--- config.mk ---
export PLATFORM = sky130hd
export DESIGN_NAME = ws2812_pulse_width_serializer_top
export DESIGN_NICKNAME = d
export VERILOG_FILES = /design/src/hw/rtl/wsps_pkg.sv /design/src/hw/rtl/wsps_cfg_regs.sv /design/src/hw/rtl/wsps_encoder.sv /design/src/hw/rtl/ws2812_pulse_width_serializer_top.sv
export SDC_FILE = /design/constraint.sdc
export NUM_CORES = 1
export LEC_CHECK = 0
export BUFFER_PORTS_ARGS = -buffer_cell sky130_fd_sc_hd__buf_2
export CORE_MARGIN = 8
export CORE_UTILIZATION = 45
export DETAILED_ROUTE_END_ITERATION = 7
export HOLD_SLACK_MARGIN = 0.02
export PLACE_DENSITY = 0.61
export SLEW_MARGIN = 20
export SYNTH_ARGS = -nofsm -noshare
export SYNTH_HDL_FRONTEND = slang
export SYNTH_SLANG_ARGS = --single-unit
--- constraint.sdc ---
create_clock -name aclk -period 9.92 [get_ports aclk]
set_input_delay 0.992 -clock aclk [delete_from_list [all_inputs] [get_ports aclk]]
set_output_delay 0.992 -clock aclk [all_outputs]
set_load 0.01 [all_outputs]
--- src/hw/rtl/wsps_pkg.sv ---
// Shared types and constants for the WS2812 pulse-width serializer.
`default_nettype none

package wsps_pkg;

    typedef enum logic [1:0] {
        PH_IDLE  = 2'd0,
        PH_SEND  = 2'd1,
        PH_GAP   = 2'd2,
        PH_LATCH = 2'd3
    } phase_t;

    localparam int CFG_INDEX_BITS = 2;
    localparam int CFG_DATA_BITS  = 16;
    localparam int TIME_BITS      = 10;
    localparam int LATCH_BITS     = 16;

    localparam logic [CFG_INDEX_BITS-1:0] REG_BIT_PERIOD = 2'd0;
    localparam logic [CFG_INDEX_BITS-1:0] REG_ZERO_HIGH  = 2'd1;
    localparam logic [CFG_INDEX_BITS-1:0] REG_ONE_HIGH   = 2'd2;
    localparam logic [CFG_INDEX_BITS-1:0] REG_LATCH      = 2'd3;

    localparam logic [TIME_BITS-1:0]  RST_BIT_PERIOD = 10'd60;
    localparam logic [TIME_BITS-1:0]  RST_ZERO_HIGH  = 10'd17;
    localparam logic [TIME_BITS-1:0]  RST_ONE_HIGH   = 10'd34;
    localparam logic [LATCH_BITS-1:0] RST_LATCH      = 16'd48000;

    typedef struct packed {
        logic [TIME_BITS-1:0]  bit_period_ticks;
        logic [TIME_BITS-1:0]  zero_high_ticks;
        logic [TIME_BITS-1:0]  one_high_ticks;
        logic [LATCH_BITS-1:0] latch_ticks;
    } cfg_t;

    typedef struct packed {
        logic line_level;
        logic byte_taken;
        logic busy_res;
        logic underrun;
    } result_t;

endpackage

`default_nettype wire

--- src/hw/rtl/wsps_cfg_regs.sv ---
// Configuration register file of the serializer.
`default_nettype none

module wsps_cfg_regs
    import wsps_pkg::*;
(
    input  wire logic                      aclk,
    input  wire logic                      aresetn,
    input  wire logic                      cfg_valid,
    output logic                           cfg_ready,
    input  wire logic [CFG_INDEX_BITS-1:0] cfg_index,
    input  wire logic [CFG_DATA_BITS-1:0]  cfg_data,
    output cfg_t                           cfg
);

    cfg_t cfg_reg;
    cfg_t cfg_next;

    assign cfg_ready = 1'b1;
    assign cfg = cfg_reg;

    always_comb begin
        cfg_next = cfg_reg;
        if (cfg_valid) begin
            unique case (cfg_index)
                REG_BIT_PERIOD: cfg_next.bit_period_ticks = cfg_data[TIME_BITS-1:0];
                REG_ZERO_HIGH:  cfg_next.zero_high_ticks  = cfg_data[TIME_BITS-1:0];
                REG_ONE_HIGH:   cfg_next.one_high_ticks   = cfg_data[TIME_BITS-1:0];
                REG_LATCH:      cfg_next.latch_ticks      = cfg_data[LATCH_BITS-1:0];
                default:        cfg_next = cfg_reg;
            endcase
        end
    end

    always_ff @(posedge aclk) begin
        if (!aresetn) begin
            cfg_reg.bit_period_ticks <= RST_BIT_PERIOD;
            cfg_reg.zero_high_ticks  <= RST_ZERO_HIGH;
            cfg_reg.one_high_ticks   <= RST_ONE_HIGH;
            cfg_reg.latch_ticks      <= RST_LATCH;
        end else begin
            cfg_reg <= cfg_next;
        end
    end

endmodule

`default_nettype wire

--- src/hw/rtl/wsps_encoder.sv ---
// Bit timing state machine: one tick of the line waveform per request.
`default_nettype none

module wsps_encoder
    import wsps_pkg::*;
#(
    parameter int COUNT_BITS = 16
) (
    input  wire logic       aclk,
    input  wire logic       aresetn,
    input  wire logic       advance,
    input  wire logic       byte_valid,
    input  wire logic [7:0] byte_value,
    input  wire logic       byte_last,
    input  wire cfg_t       cfg,
    output result_t         result
);

    localparam int CMP_BITS = (COUNT_BITS > LATCH_BITS) ? COUNT_BITS : LATCH_BITS;

    phase_t                phase_reg, phase_next;
    logic [7:0]            shift_reg, shift_next;
    logic [2:0]            index_reg, index_next;
    logic [COUNT_BITS-1:0] count_reg, count_next;
    logic                  final_reg, final_next;

    phase_t                ph0;
    logic [7:0]            sb0;
    logic [2:0]            bi0;
    logic [COUNT_BITS-1:0] tc0;
    logic                  fp0;
    logic                  take;
    logic [TIME_BITS-1:0]  high_ticks;
    logic [TIME_BITS-1:0]  period_eff;
    logic [COUNT_BITS:0]   tc_inc;
    logic [COUNT_BITS-1:0] tc_wrap;
    logic [CMP_BITS-1:0]   latch_w;
    logic [CMP_BITS-1:0]   mask_w;
    logic [CMP_BITS-1:0]   latch_eff;

    always_ff @(posedge aclk) begin
        if (!aresetn) begin
            phase_reg <= PH_IDLE;
            shift_reg <= '0;
            index_reg <= '0;
            count_reg <= '0;
            final_reg <= 1'b0;
        end else if (advance) begin
            phase_reg <= phase_next;
            shift_reg <= shift_next;
            index_reg <= index_next;
            count_reg <= count_next;
            final_reg <= final_next;
        end
    end

    always_comb begin
        take = ((phase_reg == PH_IDLE) || (phase_reg == PH_GAP)) && byte_valid;
        ph0  = take ? PH_SEND : phase_reg;
        sb0  = take ? byte_value : shift_reg;
        bi0  = take ? 3'd0 : index_reg;
        tc0  = take ? '0 : count_reg;
        fp0  = take ? byte_last : final_reg;

        high_ticks = sb0[7] ? cfg.one_high_ticks : cfg.zero_high_ticks;
        period_eff = (cfg.bit_period_ticks == '0) ? TIME_BITS'(1) : cfg.bit_period_ticks;
        tc_inc     = {1'b0, tc0} + (COUNT_BITS+1)'(1);
        tc_wrap    = tc_inc[COUNT_BITS-1:0];
        latch_w    = CMP_BITS'(cfg.latch_ticks);
        mask_w     = CMP_BITS'({COUNT_BITS{1'b1}});
        latch_eff  = (latch_w > mask_w) ? mask_w : latch_w;

        phase_next = ph0;
        shift_next = sb0;
        index_next = bi0;
        count_next = tc0;
        final_next = fp0;
        result     = '0;
        result.byte_taken = take;

        unique case (ph0)
            PH_SEND: begin
                result.busy_res   = 1'b1;
                result.line_level = tc0 < COUNT_BITS'(high_ticks);
                if (tc_inc >= (COUNT_BITS+1)'(period_eff)) begin
                    count_next = '0;
                    shift_next = {sb0[6:0], 1'b0};
                    if (bi0 == 3'd7) begin
                        index_next = 3'd0;
                        if (fp0) begin
                            final_next = 1'b0;
                            phase_next = (latch_eff == '0) ? PH_IDLE : PH_LATCH;
                        end else begin
                            phase_next = PH_GAP;
                        end
                    end else begin
                        index_next = bi0 + 3'd1;
                    end
                end else begin
                    count_next = tc_wrap;
                end
            end
            PH_GAP: begin
                result.busy_res = 1'b1;
                result.underrun = 1'b1;
            end
            PH_LATCH: begin
                result.busy_res = 1'b1;
                if ((CMP_BITS'(tc_wrap) >= latch_eff) || (tc_wrap == '0)) begin
                    count_next = '0;
                    phase_next = PH_IDLE;
                end else begin
                    count_next = tc_wrap;
                end
            end
            default: begin
                phase_next = PH_IDLE;
            end
        endcase
    end

endmodule

`default_nettype wire

--- src/hw/rtl/ws2812_pulse_width_serializer_top.sv ---
// Top level of the WS2812 pulse-width serializer.
// Each request on the s_ channel is one tick of the LED line waveform and
// may offer a byte (s_byte_valid) with its end-of-frame mark (s_byte_last).
// Each request yields exactly one result on the m_ channel: the line level
// for that tick, whether the offered byte was taken, busy and underrun.
// Bytes go out MSB first; each bit lasts bit_period_ticks, high for the
// one or zero high time, then low. After the last byte the line stays low
// for latch_ticks before the block goes idle.
// A request is registered at the input, worked through the bit timing
// state machine and held in the output register: m_valid rises once the
// result is registered; one request per cycle while m_ready stays high.
// When m_ready is low the output register holds and the input register
// takes one more request, then s_ready drops until the result is taken.
// The cfg_ channel writes the four timing registers, always ready; writes
// must be made only while no request is in flight; the block never checks it.
// Synchronous reset (aresetn low) empties both registers, returns the
// state machine to idle and loads the default timing (60/17/34/48000).
`default_nettype none

module ws2812_pulse_width_serializer_top
    import wsps_pkg::*;
#(
    parameter int COUNT_BITS = 16
) (
    input  wire logic                      aclk,
    input  wire logic                      aresetn,
    input  wire logic                      s_valid,
    output logic                           s_ready,
    input  wire logic                      s_byte_valid,
    input  wire logic [7:0]                s_byte_value,
    input  wire logic                      s_byte_last,
    output logic                           m_valid,
    input  wire logic                      m_ready,
    output logic                           m_line_level,
    output logic                           m_byte_taken,
    output logic                           m_busy_res,
    output logic                           m_underrun,
    input  wire logic                      cfg_valid,
    output logic                           cfg_ready,
    input  wire logic [CFG_INDEX_BITS-1:0] cfg_index,
    input  wire logic [CFG_DATA_BITS-1:0]  cfg_data
);

    cfg_t       cfg;
    result_t    result;
    result_t    out_reg;
    logic       in_valid_reg;
    logic       in_bv_reg;
    logic [7:0] in_value_reg;
    logic       in_last_reg;
    logic       out_valid_reg;
    logic       advance;

    assign advance = in_valid_reg && (!out_valid_reg || m_ready);
    assign s_ready = !in_valid_reg || advance;

    always_ff @(posedge aclk) begin
        if (!aresetn) begin
            in_valid_reg <= 1'b0;
        end else if (s_ready) begin
            in_valid_reg <= s_valid;
        end
    end

    always_ff @(posedge aclk) begin
        if (s_ready && s_valid) begin
            in_bv_reg    <= s_byte_valid;
            in_value_reg <= s_byte_value;
            in_last_reg  <= s_byte_last;
        end
    end

    always_ff @(posedge aclk) begin
        if (!aresetn) begin
            out_valid_reg <= 1'b0;
        end else if (advance) begin
            out_valid_reg <= 1'b1;
        end else if (m_ready) begin
            out_valid_reg <= 1'b0;
        end
    end

    always_ff @(posedge aclk) begin
        if (advance) begin
            out_reg <= result;
        end
    end

    wsps_cfg_regs u_cfg (
        .aclk      (aclk),
        .aresetn   (aresetn),
        .cfg_valid (cfg_valid),
        .cfg_ready (cfg_ready),
        .cfg_index (cfg_index),
        .cfg_data  (cfg_data),
        .cfg       (cfg)
    );

    wsps_encoder #(
        .COUNT_BITS (COUNT_BITS)
    ) u_encoder (
        .aclk       (aclk),
        .aresetn    (aresetn),
        .advance    (advance),
        .byte_valid (in_bv_reg),
        .byte_value (in_value_reg),
        .byte_last  (in_last_reg),
        .cfg        (cfg),
        .result     (result)
    );

    assign m_valid      = out_valid_reg;
    assign m_line_level = out_reg.line_level;
    assign m_byte_taken = out_reg.byte_taken;
    assign m_busy_res   = out_reg.busy_res;
    assign m_underrun   = out_reg.underrun;

endmodule

`default_nettype wire

==> summary.txt, run 1 <==
Post-synth net total = 675
Core Footprint = 0.01127 mm²
Antenna violations before repair = 0
Synthesized area = 0.005132 mm²
Drt drc = 0
CTS max path bufs = 2
Min Tclk post-route = 4906 ps
Diode count = 0
Sequential area share after synthesis = 38.62%
CTS sink cnt = 92
Hold buffer count at CTS = 0
Initial Utilization = 45.53%
Total I/O pin count = 40
WL final = 13110 µm
Synth Register Bits = 92
Max Clock Skew = 7.534 ps
Pre-CTS WS = 5072 ps
VDD IR max = 0.09604 mV
Leading cell type in the layout, fill and taps excluded = nand2_1
Largest net degree at the start of global routing = 40
Outcome = completed
Leak Pwr = 2.339 nW
WL per Instance = 17.04 µm
Worst path arrival time = 5140 ps
Worst skew pair latency = 350 ps
Share of cells above drive strength 1 = 10.86%
Synth Warn # = 0
DRT iter0 DRCs = 297
Placed Instances = 753
Actual slew at the worst max-slew pin = 1119 ps
PD cells = 140.2 mW/mm²
Final cell count without fillers = 769
Port Buffers = 38
Synthesized instance count = 604
CTS root buffer = clkbuf_16
Xor and xnor fraction of the mapped netlist area = 1.195%
Overflow after GRT = 0
ANT nets after route = 0
Ys async rst share = 0%
Commonest non-fill, non-tap cells in the layout = 124 x nand2_1, 78 x dfxtp_1, 52 x a21oi_1
Unique masters post-synth = 68
# rows = 39
Max Cap Viol = 0
Complex-gate fraction of the synthesized area = 20.01%
Die height = 122.8 µm
Vias in the first global route = 4184
Postcts setup bufs = 0
Num CTS Buffers = 9
Crit Path Category = reg -> reg
Synth Area in Simple Gates = 22.14%
Post-layout nets = 692
Mux cell area share after synthesis = 3.559%
Vias per cell = 5.675
Synth-to-Final Area Change = 9.727%
Final hold violations = 0
Number of H-tree levels = 3
Final setup violation count = 0
Fin. max-slew vios = 0
Die W = 122.8 µm
Drt first pass iters = 5
Post-CTS Resized = 0
Setup TNS = 0 ps
Slew headroom = 25.13%
HPWL Detailed = 9597 µm
Worst Hold Class = reg -> reg
Routability Congestion = 0.8574
Largest family of logic cells by synthesized area = simple AND/OR/NAND/NOR gates
Area share of fa/ha/maj cells after synthesis = 9.264%
RSZ-0062 raised after global routing = no
Clock slew at reported path FFs = 70 ps
Post-Syn Area per Cell = 8.497 µm²
Die area = 0.01508 mm²
TritonCTS clock tree = built
Post-synth top flop = dfxtp_1
Vias = 4364
Required @ worst endpoint = 10160 ps
F_max = 203.8 MHz
GRT Resource Usage Total = 18.04%
Final Cycle Share = 49.46%
Worst setup EP type = register
First-pass GRT wire length = 21360 µm
Setup slack after layout = 5014 ps
Max reg flops = 46
Worst Setup Start Kind = register
Worst Path Max Fanout = 29
Number of synthesized flops with an enable pin = 14
## synth_stat cells (2+ instances only)
master / instances / area share (%)
o211ai_1: 12 / 1.8
a21oi_1: 52 / 5.1
o41ai_1: 6 / 1.0
inv_1: 27 / 2.0
mux2i_1: 16 / 3.1
buf_1: 2 / 0.15
o32ai_1: 2 / 0.34
a22oi_1: 3 / 0.44
a211oi_1: 3 / 0.44
nor3_1: 9 / 0.88
and4_1: 2 / 0.34
a21o_1: 4 / 0.59
nand3_1: 14 / 1.4
clkbuf_1: 26 / 1.9
or3b_1: 2 / 0.34
dfxtp_1: 78 / 30
or4_1: 8 / 1.2
o21ai_0: 13 / 1.3
edfxtp_1: 14 / 8.2
ha_1: 38 / 9.3
o311ai_1: 2 / 0.34
nor4_1: 6 / 0.73
or2_1: 4 / 0.49
nand4_1: 5 / 0.61
a22o_1: 14 / 2.4
a32o_1: 2 / 0.39
nand2b_1: 3 / 0.37
nor2_1: 24 / 1.8
buf_6: 2 / 0.44
xor2_1: 6 / 1.0
nand2_1: 124 / 9.1
and2_1: 18 / 2.2
inv_2: 2 / 0.15
nor2b_1: 2 / 0.24
buf_2: 4 / 0.39
o211ai_2: 2 / 0.49
a41o_1: 2 / 0.39
o21a_1: 2 / 0.29
or3_1: 4 / 0.49
a31oi_1: 7 / 0.85
o31ai_1: 5 / 0.73
o21ai_1: 5 / 0.49
a31o_1: 3 / 0.51
## critical path, stage by stage, from the launching register on
cell      delay [ps]
dfxtp_1          390
nand2b_2         520
and2_1           320
ha_1             320
and2_1           320
nand2_1          100
mux2_1           370
ha_1             290
nand2_1           50
or4_1            510
o21ai_1          750
o21ai_1          280
a21o_1           290
a32o_1           270
## cell type report
type,count,area (µm²)
clock buffers,12,236.5
flip-flops and latches,92,1982
repair buffers,41,212.7
well taps,143,178.9
clock inverters,4,26.28
fillers,1113,5640
inverters,29,108.9
multi-input cells,448,2887
## where the power goes
part           internal, mW  switching, mW
sequential            0.392        0.00780
clock                 0.170          0.144
combinational        0.0271         0.0490
total                 0.589          0.201
## kinds of logic (layout without fill, tap and decap cells)
group                      count (synthesis)  after routing
and+or+nand+nor                          235            235
AOI/OAI and AO/OA                        149            149
DFF                                       92             92
buffers and inverters                     64             86
adders and majority gates                 38             38
muxes                                     18             18
xor gates and xnor gates                   7              7
other                                      1              1
## through the flow
step	utilization [%]	hold slack [ps]	cell area (µm²)	total power, mW
floorplan	-	435.7	5132	0.4586
global placement	47.63	442.7	5369	0.4821
detailed placement	47.63	447.7	5369	0.4841
CTS	49.96	457.3	5632	0.7985
global route	49.96	475.8	5632	0.8245
finish	49.96	456.5	5632	0.7898
## metal layers
metal  share of wire [%]  GRT usage, %
met1                  46         22.96
met2                  47         29.77
met3                 4.7         3.082
met4                 1.9         7.235
met5                   0             0
## worst paths after layout
check | slack [ps] | cells after the start | endpoint | start
worst max register to register | 5010 | 13 | u_encoder.index_reg[1]$_SDFFE_PN0P_ | u_encoder.phase_reg[0]$_SDFFE_PN0P_
worst min register to register | 460 | 2 | u_cfg.cfg[34]$_SDFFE_PN0P_ | u_cfg.cfg[34]$_SDFFE_PN0P_
worst min-delay path | 460 | 2 | u_cfg.cfg[34]$_SDFFE_PN0P_ | u_cfg.cfg[34]$_SDFFE_PN0P_
worst max-delay path | 5010 | 13 | u_encoder.index_reg[1]$_SDFFE_PN0P_ | u_encoder.phase_reg[0]$_SDFFE_PN0P_
Note: power is estimated with default switching activity, not from simulation.
==> run 2: changes to the inputs <==
==> constraint.sdc (replaced) <==
create_clock -name aclk -period 4.6 [get_ports aclk]
set_input_delay 0.46 -clock aclk [delete_from_list [all_inputs] [get_ports aclk]]
set_output_delay 0.46 -clock aclk [all_outputs]
set_load 0.01 [all_outputs]
==> summary.txt, run 2 (synthesis gave the netlist of run 1 again) <==
Worst skew pair latency = 340 ps (was 350 ps)
Worst Path Max Fanout = 14 (was 29)
Drt first pass iters = 5 (unchanged)
Met2 GRT Util = 28.44% (was 29.77%)
GR Util met3 = 3.128% (was 3.082%)
Setup TNS = 0 ps (unchanged)
Worst setup EP type = register (unchanged)
Die W = 122.8 µm (unchanged)
RSZ-0062 raised after global routing = no (unchanged)
Final Cycle Share = 87.93% (was 49.46%)
Max Cap Viol = 0 (unchanged)
Clock slew at reported path FFs = 70 ps (about the same)
Hold buffer count at CTS = 0 (unchanged)
Diode count = 0 (unchanged)
VDD IR max = 0.2425 mV (was 0.09604 mV)
Final hold violations = 0 (unchanged)
Max Clock Skew = 10.06 ps (was 7.534 ps)
Min Tclk post-route = 4045 ps (was 4906 ps)
Global routing's busiest layer = met2 (unchanged)
Filler cell count = 1060 (was 1113)
Num CTS Buffers = 9 (unchanged)
Final setup violation count = 0 (unchanged)
Routability Congestion = 0.8591 (was 0.8574)
Commonest non-fill, non-tap cells in the layout = 124 x nand2_1, 78 x dfxtp_1, 52 x a21oi_1 (unchanged)
Met1 Usage GRT = 23.77% (was 22.96%)
Leak Pwr = 2.376 nW (was 2.339 nW)
Port Buffers = 38 (unchanged)
Largest net degree at the start of global routing = 32 (was 40)
HPWL Detailed = 9948 µm (was 9597 µm)
Vias in the first global route = 4093 (was 4184)
DRT iter0 DRCs = 352 (was 297)
Max reg flops = 46 (unchanged)
Area of the multi-input gates = 0.002887 mm² (unchanged)
Post-CTS Resized = 0 (unchanged)
F_max = 247.2 MHz (was 203.8 MHz)
Worst Setup Start Kind = register (unchanged)
WL final = 13350 µm (was 13110 µm)
Required @ worst endpoint = 4830 ps (was 10160 ps)
Worst path arrival time = 4280 ps (was 5140 ps)
Power Total = 1.786 mW (was 789.8 µW)
Register area = 0.001982 mm² (unchanged)
Share of cells above drive strength 1 = 11.75% (was 10.86%)
CTS root buffer = clkbuf_16 (unchanged)
Outcome = completed (unchanged)
ANT nets after route = 0 (unchanged)
Number of H-tree levels = 3 (unchanged)
Synth-to-Final Area Change = 11.07% (was 9.727%)
First-pass GRT wire length = 21360 µm (unchanged)
GRT Resource Usage Total = 17.97% (was 18.04%)
WL per Instance = 17.27 µm (was 17.04 µm)
Vias per cell = 5.752 (was 5.675)
PD cells = 313.3 mW/mm² (was 140.2 mW/mm²)
TritonCTS clock tree = built (unchanged)
Slew headroom = 27.33% (was 25.13%)
Die height = 122.8 µm (unchanged)
Fin. max-slew vios = 0 (unchanged)
Postcts setup bufs = 0 (unchanged)
Post-layout nets = 696 (was 692)
Core Footprint = 0.01127 mm² (unchanged)
Initial Utilization = 45.53% (unchanged)
Overflow after GRT = 0 (unchanged)
Total I/O pin count = 40 (unchanged)
Vias = 4446 (was 4364)
Die area = 0.01508 mm² (unchanged)
Leading cell type in the layout, fill and taps excluded = nand2_1 (unchanged)
CTS max path bufs = 2 (unchanged)
Drt drc = 0 (unchanged)
# rows = 39 (unchanged)
Antenna violations before repair = 0 (unchanged)
Actual slew at the worst max-slew pin = 1086 ps (was 1119 ps)
Worst Hold Class = in -> reg (was reg -> reg)
CTS sink cnt = 92 (unchanged)
Crit Path Category = reg -> reg (unchanged)
run 2: cell count changes in the layout (fill, tap and decap cells not counted), sizes merged:
cell      before  now
clkinv         3    2
clkbuf        12   10
inv           29   30
clkinvlp       1    2
bufinv         0    1
buf           41   45
run 2: metrics by stage:
step	setup WS (ps)	cell area [µm²]	instances	hold WS (ps)	util, %
2_1_floorplan	348.4	5132	604	435.7	-
3_3_place_gp	737.4	5399	757	442.4	47.90
3_5_place_dp	624.1	5399	757	449.6	47.90
4_1_cts	565.8	5700	773	279.9	50.57
5_1_grt	290.2	5700	773	276.8	50.57
6_report	555.0	5700	773	290.0	50.57
run 2: report_power, final:
part	switching [mW]	total [mW]	internal (mW)
Combinational	0.109	0.169	0.0605
Clock	0.321	0.756	0.435
Sequential	0.0156	0.861	0.845
run 2: area by class of cell:
class	instances	share of cell area, %
timing repair buffer	45	4.258
multi-input combinational	448	50.64
clock inverter	6	1.097
tap	143	3.139
sequential	92	34.77
inverter	29	1.910
clock buffer	10	4.192
run 2: critical path, stage by stage (launching register included):
cell and delay [ps]:
dfxtp_1 400, nand2b_2 160, and2_1 250, ha_1 330, and2_1 310, nand2_1 100, mux2_1 380, ha_1 310
nand4_1 120, o41ai_1 480, o31ai_1 130, a211o_1 350, o211ai_2 140, a21oi_4 190, a22o_1 270
run 2: metal layers:
layer	part of all wire, %	up-vias
li1	-	2216
met1	46	2090
met2	47	122
met3	4.1	18
met4	2.9	0
met5	0	-
run 2: final timing paths:
kind | startpoint | end | slack [ps] | depth (start not counted)
worst max-delay path | u_encoder.phase_reg[0]$_SDFFE_PN0P_ | u_encoder.count_reg[3]$_SDFFE_PN0P_ | 550 | 14
worst min-delay path | s_byte_value[7] | in_value_reg[7]$_DFFE_PP_ | 290 | 1
worst max register to register | u_encoder.phase_reg[0]$_SDFFE_PN0P_ | u_encoder.count_reg[3]$_SDFFE_PN0P_ | 550 | 14
worst min register to register | u_cfg.cfg[28]$_SDFFE_PN0P_ | u_cfg.cfg[28]$_SDFFE_PN0P_ | 460 | 2
==> run 3: changes to the inputs <==
--- a/config.mk
+++ b/config.mk
@@ -6,8 +6,10 @@
 export NUM_CORES = 1
 export LEC_CHECK = 0
 export BUFFER_PORTS_ARGS = -buffer_cell sky130_fd_sc_hd__buf_2
+export CORE_ASPECT_RATIO = 1.25
 export CORE_MARGIN = 8
 export CORE_UTILIZATION = 45
+export CTS_BUF_LIST = sky130_fd_sc_hd__clkbuf_4 sky130_fd_sc_hd__clkbuf_8
 export DETAILED_ROUTE_END_ITERATION = 7
 export HOLD_SLACK_MARGIN = 0.02
 export PLACE_DENSITY = 0.61
==> constraint.sdc (replaced) <==
create_clock -name aclk -period 4.6 [get_ports aclk]
set_input_delay 0.92 -clock aclk [delete_from_list [all_inputs] [get_ports aclk]]
set_output_delay 0.92 -clock aclk [all_outputs]
set_load 0.01 [all_outputs]
==> summary.txt, run 3 (synthesis gave the netlist of run 1 again) <==
Outcome = completed (unchanged)
Actual slew at the worst max-slew pin = 910.8 ps (was 1086 ps)
RSZ-0062 raised after global routing = no (unchanged)
WL per Instance = 17.62 µm (was 17.27 µm)
Max incr delay on CP = 580 ps (was 480 ps)
Post-CTS Resized = 0 (unchanged)
Commonest non-fill, non-tap cells in the layout = 124 x nand2_1, 78 x dfxtp_1, 52 x a21oi_1 (unchanged)
Reg2Reg Setup Slack = 290 ps (was 550 ps)
Required @ worst endpoint = 4860 ps (was 4830 ps)
Max reg flops = 46 (unchanged)
Hold buffer count at CTS = 0 (unchanged)
Diode count = 0 (unchanged)
DRT iter0 DRCs = 247 (was 352)
CTS sink cnt = 92 (unchanged)
Port Buffers = 38 (unchanged)
Worst path arrival time = 4570 ps (was 4280 ps)
Worst Hold Class = reg -> reg (was in -> reg)
CTS max path bufs = 2 (unchanged)
Power Total = 1.606 mW (was 1.786 mW)
Drt drc = 0 (unchanged)
Final cell count without fillers = 768 (was 773)
Crit-path cells = nand2b_2, and2_1, ha_1, and2_1, nand2_1, mux2_1, ha_1, nand4_1, o41ai_1, o31ai_1, a211o_1, o211ai_2, a21oi_4, a22o_1 (unchanged)
Min Tclk post-route = 4310 ps (was 4045 ps)
Die height = 135.4 µm (was 122.8 µm)
Path depth of the worst reg2reg path = 14 (unchanged)
Worst Path Max Fanout = 14 (unchanged)
Worst setup EP type = register (unchanged)
Setup TNS = 0 ps (unchanged)
Worst Setup Start Kind = register (unchanged)
Drt first pass iters = 5 (unchanged)
Antenna violations before repair = 0 (unchanged)
Routability Congestion = 0.8866 (was 0.8591)
Clock slew at reported path FFs = 100 ps (was 70 ps)
First-pass GRT wire length = 22010 µm (was 21360 µm)
Top delay family on crit path = compound AO/OA/AOI/OAI gates (unchanged)
Buf/Inv on CP = 0 (unchanged)
CTS root buffer = clkbuf_8 (was clkbuf_16)
Crit Path Category = reg -> reg (unchanged)
ANT nets after route = 0 (unchanged)
# rows = 43 (was 39)
Instance count on the critical path = 14 (unchanged)
Slew headroom = 38.49% (was 27.33%)
Vias in the first global route = 4326 (was 4093)
GRT Resource Usage Total = 18.19% (was 17.97%)
Share of cells above drive strength 1 = 12.32% (was 11.75%)
PD cells = 286.0 mW/mm² (was 313.3 mW/mm²)
Vias = 4435 (was 4446)
Core Footprint = 0.01114 mm² (was 0.01127 mm²)
Number of H-tree levels = 3 (unchanged)
Synth-to-Final Area Change = 9.434% (was 11.07%)
Hold Path Cell Cnt = 2 (was 1)
Die W = 111.5 µm (was 122.8 µm)
Num CTS Buffers = 9 (unchanged)
Max Clock Skew = 12.15 ps (was 10.06 ps)
Vias per cell = 5.775 (was 5.752)
Leak Pwr = 2.357 nW (was 2.376 nW)
Die area = 0.01510 mm² (was 0.01508 mm²)
Largest net degree at the start of global routing = 32 (unchanged)
Final Cycle Share = 93.70% (was 87.93%)
Overflow after GRT = 0 (unchanged)
TritonCTS clock tree = built (unchanged)
F_max = 232.0 MHz (was 247.2 MHz)
Post-layout nets = 699 (was 696)
Final setup violation count = 0 (unchanged)
Worst skew pair latency = 360 ps (was 340 ps)
Max Cap Viol = 0 (unchanged)
Postcts setup bufs = 0 (unchanged)
VDD IR max = 0.1605 mV (was 0.2425 mV)
Initial Utilization = 46.08% (was 45.53%)
Leading cell type in the layout, fill and taps excluded = nand2_1 (unchanged)
Total I/O pin count = 40 (unchanged)
CP max-delay cell = o41ai_1 (unchanged)
Placed Instances = 752 (was 757)
HPWL Detailed = 10000 µm (was 9948 µm)
WL final = 13530 µm (was 13350 µm)
Fin. max-slew vios = 0 (unchanged)
Final hold violations = 0 (unchanged)
[run 3: path summary, 6_finish.rpt]
kind	end	startpoint
worst max-delay path	u_encoder.count_reg[12]$_SDFFE_PN0P_	u_encoder.phase_reg[0]$_SDFFE_PN0P_
worst min-delay path	u_cfg.cfg[20]$_SDFFE_PN0P_	u_cfg.cfg[20]$_SDFFE_PN0P_
worst max register to register	u_encoder.count_reg[12]$_SDFFE_PN0P_	u_encoder.phase_reg[0]$_SDFFE_PN0P_
worst min register to register	u_cfg.cfg[20]$_SDFFE_PN0P_	u_cfg.cfg[20]$_SDFFE_PN0P_
[run 3: power by group]
group | total, mW | leakage, nW | switching, mW | internal [mW]
combinational | 0.172 | 1.48 | 0.110 | 0.0621
clock | 0.574 | 0.109 | 0.299 | 0.276
sequential | 0.860 | 0.769 | 0.0156 | 0.844
[run 3: per-layer routing]
metal | wire length [µm] | vias up | track usage, %
li1 | - | 2220 | -
met1 | 5881 | 2087 | 21.22
met4 | 403 | 0 | 8.606
met5 | 0 | - | 0
met3 | 540 | 29 | 3.167
met2 | 6704 | 99 | 31.85
[run 3: per-stage QoR]
step                instance area (µm²)  worst slack (ps)  hold slack, ps  utilization [%]
global placement                   5411             473.6           442.2            48.59
detailed placement                 5411             343.1           448.2            48.59
global route                       5617             31.99           485.6            50.43
floorplan                          5132             348.4           435.7                -
CTS                                5617             307.0           461.1            50.43
finish                             5617             289.8           458.7            50.43
[run 3: worst reg2reg max path, stage by stage (launching register included)]
cell and delay (ps):
dfxtp_1 410, nand2b_2 320, and2_1 280, ha_1 310, and2_1 310, nand2_1 100
mux2_1 370, ha_1 320, nand4_1 110, o41ai_1 580, o31ai_1 150, a211o_1 350
o211ai_2 140, a21oi_4 190, a22o_1 280
[run 3: cell type report]
class                           count  area (µm²)
Clock buffer                       11       145.1
Clock inverter                      5       60.06
Fill cell                        1107        5520
Inverter                           29       108.9
Multi-Input combinational cell    448        2887
Sequential cell                    92        1982
Tap cell                          135       168.9
Timing Repair Buffer               48       265.3
